### config.mk
export PLATFORM = sky130hd
export DESIGN_NAME = priority_aging_round_robin_scheduler_core
export DESIGN_NICKNAME = d
export VERILOG_FILES = /design/src/parrs_pkg.sv /design/src/priority_aging_round_robin_scheduler_core.sv
export SDC_FILE = /design/constraint.sdc
export NUM_CORES = 1
export LEC_CHECK = 0
export BUFFER_PORTS_ARGS = -buffer_cell sky130_fd_sc_hd__buf_2
export CORE_MARGIN = 5
export CORE_UTILIZATION = 30
export CTS_BUF_LIST = sky130_fd_sc_hd__clkbuf_8
export DETAILED_ROUTE_END_ITERATION = 16
export PLACE_DENSITY_LB_ADDON = 0.12
export SLEW_MARGIN = 30
export SYNTH_ARGS = -nofsm -noshare
export SYNTH_HDL_FRONTEND = slang
export SYNTH_SLANG_ARGS = --single-unit
### constraint.sdc
create_clock -name clk -period 4.3 [get_ports clk]
set_input_delay 0.86 -clock clk [delete_from_list [all_inputs] [get_ports clk]]
set_output_delay 0.86 -clock clk [all_outputs]
set_load 0.005 [all_outputs]
### src/parrs_pkg.sv
// ----------------------------------------------------------------------------
// parrs_pkg: shared types and constants of the task scheduler core
// Item kind codes, the task table entry layout and sizing defaults.
// ----------------------------------------------------------------------------
package parrs_pkg;

	localparam int MAX_TASKS_DEF = 16;
	localparam int AGING_STEP    = 3;

	localparam logic [1:0] KIND_LOAD  = 2'd0;
	localparam logic [1:0] KIND_TICK  = 2'd1;
	localparam logic [1:0] KIND_CLEAR = 2'd2;

	localparam logic MODE_PRIO = 1'b0;
	localparam logic MODE_RR   = 1'b1;

	typedef struct packed {
		logic [7:0]         id;
		logic [7:0]         need;
		logic [7:0]         cpu;
		logic signed [15:0] prio;
	} task_t;

endpackage

### src/priority_aging_round_robin_scheduler_core.sv
// ----------------------------------------------------------------------------
// priority_aging_round_robin_scheduler_core
// Task table and ready queue kept in two synchronous RAMs; a sequencer runs
// loads, ticks (retire / preempt / rotate, then one unit of service) and
// clears, and does a stable insertion sort of the queue in priority mode.
// ----------------------------------------------------------------------------
//  channel   signals                                        handshake
//  input     kind, task_id, need_time, start_priority       in_valid / in_ready
//  output    status, running_*, total_time, all_done       out_valid / out_ready
//  config    cfg_wdata (algorithm_mode)                     cfg_we, no wait
//
//  Steps: a load writes both RAMs, then sorts in priority mode; a tick retires,
//  rotates or preempts (the last with a sort and a new head), then serves one
//  unit if a task runs; clear, a refused load or a spare code go to the result.
//  The sort walks queue RAM then task RAM to pick up each entry and each compare
//  partner, shifting one slot per lower-priority partner; an in-order queue
//  needs one compare per entry, an unordered one up to n*n/2 compares.
//  One item at a time; a new item is taken while the last word still waits
//  at the output register, and a finished item holds in S_DONE until it frees.
//  Reset clears all control state at once.
// ----------------------------------------------------------------------------
module priority_aging_round_robin_scheduler_core #(
	parameter int MAX_TASKS = parrs_pkg::MAX_TASKS_DEF
) (
	input  logic               clk,
	input  logic               arst_n,
	input  logic               in_valid,
	output logic               in_ready,
	input  logic [1:0]         kind,
	input  logic [7:0]         task_id,
	input  logic [7:0]         need_time,
	input  logic signed [7:0]  start_priority,
	output logic               out_valid,
	input  logic               out_ready,
	output logic               status,
	output logic               running_valid,
	output logic [7:0]         running_id,
	output logic [7:0]         running_need,
	output logic [7:0]         running_cpu,
	output logic signed [15:0] running_priority,
	output logic [15:0]        total_time,
	output logic               all_done,
	input  logic               cfg_we,
	input  logic               cfg_wdata
);

	localparam int IW = (MAX_TASKS > 1) ? $clog2(MAX_TASKS) : 1;
	localparam int CW = $clog2(MAX_TASKS + 1);

	typedef enum logic [16:0] {
		S_IDLE    = 17'h00001,
		S_LOAD    = 17'h00002,
		S_SORT_I  = 17'h00004,
		S_SORT_K  = 17'h00008,
		S_SORT_KP = 17'h00010,
		S_SORT_J  = 17'h00020,
		S_SORT_C  = 17'h00040,
		S_SORT_CP = 17'h00080,
		S_RUN_RD  = 17'h00100,
		S_RUN_CHK = 17'h00200,
		S_HEAD_Q  = 17'h00400,
		S_HEAD_T  = 17'h00800,
		S_FETCH   = 17'h01000,
		S_FETCH_D = 17'h02000,
		S_EXEC    = 17'h04000,
		S_EXEC_D  = 17'h08000,
		S_DONE    = 17'h10000
	} state_t;

	state_t st_q;

	// task table and ready queue RAMs
	parrs_pkg::task_t tmem [MAX_TASKS];
	logic [IW-1:0]    qmem [MAX_TASKS];

	parrs_pkg::task_t t_rdata_q, t_wdata;
	logic [IW-1:0]    t_raddr, t_waddr;
	logic             t_we;
	logic [IW-1:0]    q_rdata_q, q_raddr, q_waddr, q_wdata;
	logic             q_we;

	// control state
	logic             mode_q;
	logic [CW-1:0]    count_q, loaded_q;
	logic [IW-1:0]    head_q, run_slot_q;
	logic             present_q, sorted_q;
	logic [15:0]      tick_q;

	// item and sort working registers
	logic [7:0]         id_q, need_q;
	logic signed [7:0]  prio_q;
	logic [CW-1:0]      sort_i_q, sort_j_q;
	logic [IW-1:0]      key_q, cand_q;
	logic signed [15:0] key_prio_q;
	logic               sort_fetch_q;
	parrs_pkg::task_t   rt_q;

	// result held until the output register is free
	logic               res_status_q, res_ran_q;
	parrs_pkg::task_t   res_q;

	logic               out_valid_q, status_q, ran_q, done_q;
	parrs_pkg::task_t   out_q;
	logic [15:0]        time_q;

	logic [CW-1:0]      jm1;
	logic signed [16:0] aged;
	parrs_pkg::task_t   upd;
	logic [IW-1:0]      head_inc;

	// logical queue position to RAM address
	function automatic logic [IW-1:0] phys(input logic [CW-1:0] k);
		logic [CW:0] sum;
		begin
			sum = (CW+1)'(head_q) + (CW+1)'(k);
			if (sum >= (CW+1)'(MAX_TASKS))
				sum = sum - (CW+1)'(MAX_TASKS);
			phys = sum[IW-1:0];
		end
	endfunction

	assign jm1      = sort_j_q - 1'b1;
	assign head_inc = (head_q == IW'(MAX_TASKS - 1)) ? '0 : head_q + 1'b1;

	// one unit of service on the entry just read
	always_comb begin
		upd      = t_rdata_q;
		aged     = {t_rdata_q.prio[15], t_rdata_q.prio} - 17'(parrs_pkg::AGING_STEP);
		if (t_rdata_q.cpu != 8'hFF)
			upd.cpu = t_rdata_q.cpu + 8'd1;
		if (t_rdata_q.need != 8'd0)
			upd.need = t_rdata_q.need - 8'd1;
		if (mode_q == parrs_pkg::MODE_PRIO)
			upd.prio = (aged[16] != aged[15]) ? 16'sh8000 : aged[15:0];
	end

	// RAM addresses and writes
	always_comb begin
		q_raddr = head_q;
		t_raddr = run_slot_q;
		q_we    = 1'b0;
		q_waddr = phys(count_q);
		q_wdata = run_slot_q;
		t_we    = 1'b0;
		t_waddr = run_slot_q;
		t_wdata = upd;
		case (st_q)
			S_LOAD: begin
				t_we    = 1'b1;
				t_waddr = loaded_q[IW-1:0];
				t_wdata = '{id: id_q, need: need_q, cpu: 8'd0, prio: 16'(prio_q)};
				q_we    = 1'b1;
				q_wdata = loaded_q[IW-1:0];
			end
			S_SORT_I:  q_raddr = phys(sort_i_q);
			S_SORT_K:  t_raddr = q_rdata_q;
			S_SORT_J: begin
				q_raddr = phys(jm1);
				if (sort_j_q == '0) begin
					q_we    = 1'b1;
					q_waddr = phys(sort_j_q);
					q_wdata = key_q;
				end
			end
			S_SORT_C:  t_raddr = q_rdata_q;
			S_SORT_CP: begin
				q_we    = 1'b1;
				q_waddr = phys(sort_j_q);
				q_wdata = (t_rdata_q.prio < key_prio_q) ? cand_q : key_q;
			end
			S_RUN_CHK: q_we = (mode_q == parrs_pkg::MODE_RR) && (t_rdata_q.need != 8'd0);
			S_HEAD_Q:  t_raddr = q_rdata_q;
			S_HEAD_T:  q_we = rt_q.prio < t_rdata_q.prio;
			S_EXEC_D:  t_we = 1'b1;
			default: ;
		endcase
	end

	always_ff @(posedge clk) begin
		if (t_we)
			tmem[t_waddr] <= t_wdata;
		if (q_we)
			qmem[q_waddr] <= q_wdata;
		t_rdata_q <= tmem[t_raddr];
		q_rdata_q <= qmem[q_raddr];
	end

	always_ff @(posedge clk or negedge arst_n) begin
		if (!arst_n) begin
			mode_q <= parrs_pkg::MODE_PRIO;
		end else if (cfg_we) begin
			mode_q <= cfg_wdata;
		end
	end

	always_ff @(posedge clk or negedge arst_n) begin
		if (!arst_n) begin
			st_q         <= S_IDLE;
			count_q      <= '0;
			loaded_q     <= '0;
			head_q       <= '0;
			run_slot_q   <= '0;
			present_q    <= 1'b0;
			sorted_q     <= 1'b1;
			tick_q       <= '0;
			sort_fetch_q <= 1'b0;
			res_status_q <= 1'b0;
			res_ran_q    <= 1'b0;
			out_valid_q  <= 1'b0;
		end else begin
			// S_DONE reloads the output register itself
			if (out_valid_q && out_ready && st_q != S_DONE)
				out_valid_q <= 1'b0;
			case (st_q)
				S_IDLE: begin
					if (in_valid) begin
						id_q         <= task_id;
						need_q       <= need_time;
						prio_q       <= start_priority;
						res_status_q <= 1'b0;
						res_ran_q    <= 1'b0;
						st_q         <= S_DONE;
						case (kind)
							parrs_pkg::KIND_LOAD: begin
								if (loaded_q >= CW'(MAX_TASKS))
									res_status_q <= 1'b1;
								else
									st_q <= S_LOAD;
							end
							parrs_pkg::KIND_TICK: begin
								if (tick_q != 16'hFFFF)
									tick_q <= tick_q + 16'd1;
								st_q <= present_q ? S_RUN_RD : S_FETCH;
							end
							parrs_pkg::KIND_CLEAR: begin
								count_q    <= '0;
								loaded_q   <= '0;
								head_q     <= '0;
								run_slot_q <= '0;
								present_q  <= 1'b0;
								sorted_q   <= 1'b1;
								tick_q     <= '0;
							end
							default: ;
						endcase
					end
				end
				S_LOAD: begin
					count_q  <= count_q + 1'b1;
					loaded_q <= loaded_q + 1'b1;
					if (mode_q == parrs_pkg::MODE_PRIO) begin
						sort_i_q     <= sorted_q ? count_q : CW'(1);
						sort_fetch_q <= 1'b0;
						st_q         <= S_SORT_I;
					end else begin
						sorted_q <= 1'b0;
						st_q     <= S_DONE;
					end
				end
				S_SORT_I: begin
					sort_j_q <= sort_i_q;
					if (sort_i_q >= count_q) begin
						sorted_q <= 1'b1;
						st_q     <= sort_fetch_q ? S_FETCH : S_DONE;
					end else begin
						st_q <= S_SORT_K;
					end
				end
				S_SORT_K: begin
					key_q <= q_rdata_q;
					st_q  <= S_SORT_KP;
				end
				S_SORT_KP: begin
					key_prio_q <= t_rdata_q.prio;
					st_q       <= S_SORT_J;
				end
				S_SORT_J: begin
					if (sort_j_q == '0) begin
						sort_i_q <= sort_i_q + 1'b1;
						st_q     <= S_SORT_I;
					end else begin
						st_q <= S_SORT_C;
					end
				end
				S_SORT_C: begin
					cand_q <= q_rdata_q;
					st_q   <= S_SORT_CP;
				end
				S_SORT_CP: begin
					// stable: only a strictly lower priority moves back
					if (t_rdata_q.prio < key_prio_q) begin
						sort_j_q <= jm1;
						st_q     <= S_SORT_J;
					end else begin
						sort_i_q <= sort_i_q + 1'b1;
						st_q     <= S_SORT_I;
					end
				end
				S_RUN_RD: st_q <= S_RUN_CHK;
				S_RUN_CHK: begin
					rt_q <= t_rdata_q;
					if (mode_q == parrs_pkg::MODE_RR) begin
						if (t_rdata_q.need != 8'd0) begin
							count_q  <= count_q + 1'b1;
							sorted_q <= 1'b0;
						end
						st_q <= S_FETCH;
					end else if (t_rdata_q.need == 8'd0) begin
						st_q <= S_FETCH;
					end else if (count_q != '0) begin
						st_q <= S_HEAD_Q;
					end else begin
						st_q <= S_EXEC;
					end
				end
				S_HEAD_Q: st_q <= S_HEAD_T;
				S_HEAD_T: begin
					if (rt_q.prio < t_rdata_q.prio) begin
						// preempt: requeue running task, re-sort, take new head
						count_q      <= count_q + 1'b1;
						sort_i_q     <= sorted_q ? count_q : CW'(1);
						sort_fetch_q <= 1'b1;
						st_q         <= S_SORT_I;
					end else begin
						st_q <= S_EXEC;
					end
				end
				S_FETCH: begin
					if (count_q == '0) begin
						present_q <= 1'b0;
						st_q      <= S_DONE;
					end else begin
						st_q <= S_FETCH_D;
					end
				end
				S_FETCH_D: begin
					run_slot_q <= q_rdata_q;
					present_q  <= 1'b1;
					head_q     <= head_inc;
					count_q    <= count_q - 1'b1;
					st_q       <= S_EXEC;
				end
				S_EXEC: st_q <= S_EXEC_D;
				S_EXEC_D: begin
					res_ran_q <= 1'b1;
					res_q     <= upd;
					// last task done: nothing stays running
					if (count_q == '0 && upd.need == 8'd0)
						present_q <= 1'b0;
					st_q <= S_DONE;
				end
				S_DONE: begin
					if (!out_valid_q || out_ready) begin
						out_valid_q <= 1'b1;
						status_q    <= res_status_q;
						ran_q       <= res_ran_q;
						out_q       <= res_ran_q ? res_q : '0;
						time_q      <= tick_q;
						done_q      <= (count_q == '0) && !present_q;
						st_q        <= S_IDLE;
					end
				end
				default: st_q <= S_IDLE;
			endcase
		end
	end

	assign in_ready         = (st_q == S_IDLE);
	assign out_valid        = out_valid_q;
	assign status           = status_q;
	assign running_valid    = ran_q;
	assign running_id       = out_q.id;
	assign running_need     = out_q.need;
	assign running_cpu      = out_q.cpu;
	assign running_priority = out_q.prio;
	assign total_time       = time_q;
	assign all_done         = done_q;

	// between items, queued plus running tasks never exceed the loaded ones
	a_task_count: assert property (@(posedge clk) disable iff (!arst_n)
		st_q == S_IDLE |->
		((CW+1)'(count_q) + (CW+1)'(present_q)) <= (CW+1)'(loaded_q))
		else $error("queue and running task exceed table fill");

	a_table_bound: assert property (@(posedge clk) disable iff (!arst_n)
		loaded_q <= CW'(MAX_TASKS))
		else $error("table fill beyond capacity");

	a_fetch_nonempty: assert property (@(posedge clk) disable iff (!arst_n)
		st_q == S_FETCH_D |-> count_q != '0)
		else $error("fetch from empty queue");

	a_sort_bound: assert property (@(posedge clk) disable iff (!arst_n)
		st_q == S_SORT_J |-> sort_j_q < count_q)
		else $error("sort index outside queue");

endmodule
==> impl_metrics.yaml <==
outcome:
  status: "completed"
grt:
  grt_max_degree: 57
  grt_antenna_before_repair: 4
  grt_pass1_vias: 24283
  grt_pass1_wl_mm: 164
  grt_overflow: 0
  grt_usage_pct: 15.7
setup_path:
  cp_data_arrival_time_ns: 3.19
  cp-start-kind: "flip-flop"
  critPathMaxFanout: 14
  r2r-end: "q_rdata_q[1]$_DFF_P_"
  reg2reg_depth: 13
  reg2reg_from: "st_q[10]$_DFFE_PN0P_"
  crit_type: "reg2out"
  end_kind: "output pin"
  rrSetupSlack_ns: 0.27
  cp.required_ns: 3.44
timing:
  setup_viol: 0
  period_minus_slack_ns: 4.05
  worst_pin_slew_ns: 0.891
  fmax_ghz: 0.247
  slew_headroom_pct: 39.8
  clock_skew_ns: 0.0584
  min_period_over_period_pct: 94.1
  hold_ws_ns: 0.157
  hold_viol_final: 0
  drv_slew: 0
detailed_routing:
  dr.pass1.iters: 5
  drt_wl_total_mm: 113
  avgRoutedWirePerCell_um: 23.5
  drc: 0
  vias: 23306
  drt_iter0_drc: 1395
  vias_per_cell: 4.86
  ant_nets: 0
floorplanning:
  start_util_pct: 30.1
  fp.dieH_um: 378
  coreArea_um2: 135000
  die-area_um2: 143000
  io_pins: 93
  fp-row-count: 135
  die_w_um: 378
hold_path:
  min_from: "task_id[5]"
  worstHoldPathType: "in2reg"
  min_to: "id_q[5]$_DFFE_PP_"
  whs_path_depth: 1
synthesis:
  synth_area_um2: 40600
  yosys.area.top_type_share_pct: 64.9
  synth_area_leaders: "edfxtp_1, mux2i_1, dfrtp_1, o22ai_1, dfxtp_1"
  ys_seq_elements: 979
  ys_warn_count: 0
  yosysTopAreaCell: "edfxtp_1"
  seq_area_frac_synth_pct: 70.7
  synthesis.nets: 2718
  ys.flop_type: "edfxtp_1"
  syn_inst: 2624
  syn_avg_cell_area_um2: 15.5
  synthArstFlopShare_pct: 5.92
  synth_edf_count: 877
  synth_cell_types: 82
place:
  gp_congestion: 0.820
  place_inst: 4474
  numPortBuffers: 92
  place_hpwl_mm: 65.4
clocking:
  path_clk_slew_ns: 0.06
  cts_buffer_depth: 3
  cts.htree.levels: 4
  clkLatencyLatePin_ns: 0.90
  cts_tree: "done"
  cts_buffers: 171
  clock-sinks: 979
  cts_root_buf: "clkbuf_8"
  cts_setup_buffers: 0
pwr:
  power_frac_seq_pct: 47.9
  p_leak_uw: 0.0185
  netSwitchingFraction_pct: 31.8
  power_density_nw_per_um2: 576
  clkPwrFrac_pct: 29.8
  p_switching_uw: 8620
  internal-power_uw: 18500
  power.combinational.fraction_pct: 22.3
  ir_drop_mv: 0.290
finish:
  finalNonFillerCells: 4795
  regArea_um2: 28700
  multi_input_area_um2: 10900
  final_nets: 2961
  area_growth_pct: 15.9
  drive_above_1_share_pct: 15.9
  fill_cells: 12866
run:
  maxCapViolCount: 0
## layout make-up
cell class,count,area share (%)
sequential,979,61.0
multi-input combinational,1448,23.2
clock buffer,176,5.15
tap,1781,4.74
timing repair buffer,187,3.49
clock inverter,142,1.73
inverter,80,0.644
antenna,2,0.0106
## cell usage after synthesis (all sizes together), types with 36 or more instances
cell / count
o22ai: 168
edfxtp: 877
dfrtp: 56
buf: 75
and2: 49
clkbuf: 42
inv: 80
nor2: 153
ha: 58
dfxtp: 44
o21ai: 41
or4: 47
a21oi: 36
nand2: 139
nand2b: 42
xnor2: 39
mux2i: 341
## sequential cells by signal, indices dropped and copies added (netlist names), 16 cells and up
name              flops
tick_q               16
running_priority     16
st_q                 17
qmem                 64
key_prio_q           16
tmem                640
rt_q                 16
total_time           16
t_rdata_q            40
res_q                40
## worst max-delay path: stages (launching register included)
cell and delay, ns:
dfrtp_1 0.47, nor4_4 0.53, nand4_2 0.28, or4b_1 0.64
inv_4 0.20, buf_2 0.15
## kinds of logic after synthesis
logic type,after synthesis,share of synthesized area [%]
compound gates,396,6.53
xor+xnor,53,1.16
fa+ha+maj,62,1.99
buf+inv,197,3.15
flops,979,70.7
mux,353,8.89
simple gates,584,7.62
## layer usage
| metal | GRT usage, % | wire length [um] |
|---|---|---|
| met4 | 5.34 | 3280 |
| met1 | 20.7 | 50800 |
| met3 | 2.86 | 4490 |
| met2 | 26.1 | 54000 |
| met5 | 0 | 0 |
## worst max path at each step
stage	end	start
2_1_floorplan	tmem[6][0]$_DFFE_PP_	st_q[4]$_DFFE_PN0P_
3_3_place_gp	q_rdata_q[3]$_DFF_P_	st_q[10]$_DFFE_PN0P_
3_5_place_dp	q_rdata_q[1]$_DFF_P_	st_q[10]$_DFFE_PN0P_
4_1_cts	in_ready	st_q[4]$_DFFE_PN0P_
5_1_grt	in_ready	st_q[3]$_DFFE_PN0P_
6_report	in_ready	st_q[3]$_DFFE_PN0P_
## cell usage in the layout (no fill, tap or decap), types with 11 or more instances in the layout
master      n
edfxtp_1  877
mux2i_1   339
clkbuf_8  176
o22ai_1   166
inv_1     154
nand2_1   139
nor2_1    134
buf_2      92
ha_1       58
buf_4      57
dfrtp_1    54
and2_1     48
or4_1      47
dfxtp_1    44
nand2b_1   42
xnor2_1    39
buf_12     37
a21oi_1    34
o21ai_0    33
clkinv_1   30
nand3_1    27
nor3_1     26
a21o_1     23
a211oi_1   19
nor4_1     17
o31ai_1    17
a22oi_1    17
nor2_4     17
clkinv_2   16
a22o_1     15
nand4_1    13
or3_1      13
xor2_1     13
a31oi_1    11
and3_1     11
## power by group through the flow
| stage | sequential [uW] | combinational, uW | clock [uW] |
|---|---|---|---|
| 3_5_place_dp | 13200 | 6100 | 0 |
| 6_report | 13000 | 6040 | 8080 |
| 5_1_grt | 13000 | 6630 | 8850 |
| 4_1_cts | 13000 | 6120 | 8410 |
| 3_3_place_gp | 13200 | 5940 | 0 |
| 2_1_floorplan | 12800 | 3970 | 0 |
## metrics by stage
step	power [uW]	setup TNS (ns)	worst slack, ns	instance area, um^2	utilization, %
finish	27100	0	0.253	47000	34.8
global route	28500	-0.000419	-0.000419	47000	34.8
CTS	27500	0	0.00200	47000	34.8
detailed placement	19300	0	0.124	43700	32.4
global placement	19100	0	0.281	43700	32.4
floorplan	16800	-36.37	-0.0667	40600	-
## what timing repair did
action,4_1_cts,5_1_grt
hold buffers,1,0
endpoints found under the setup margin,0,5
hold endpoints to repair,27,0
resized for setup,0,2
Note: power is estimated with default switching activity, not from simulation.
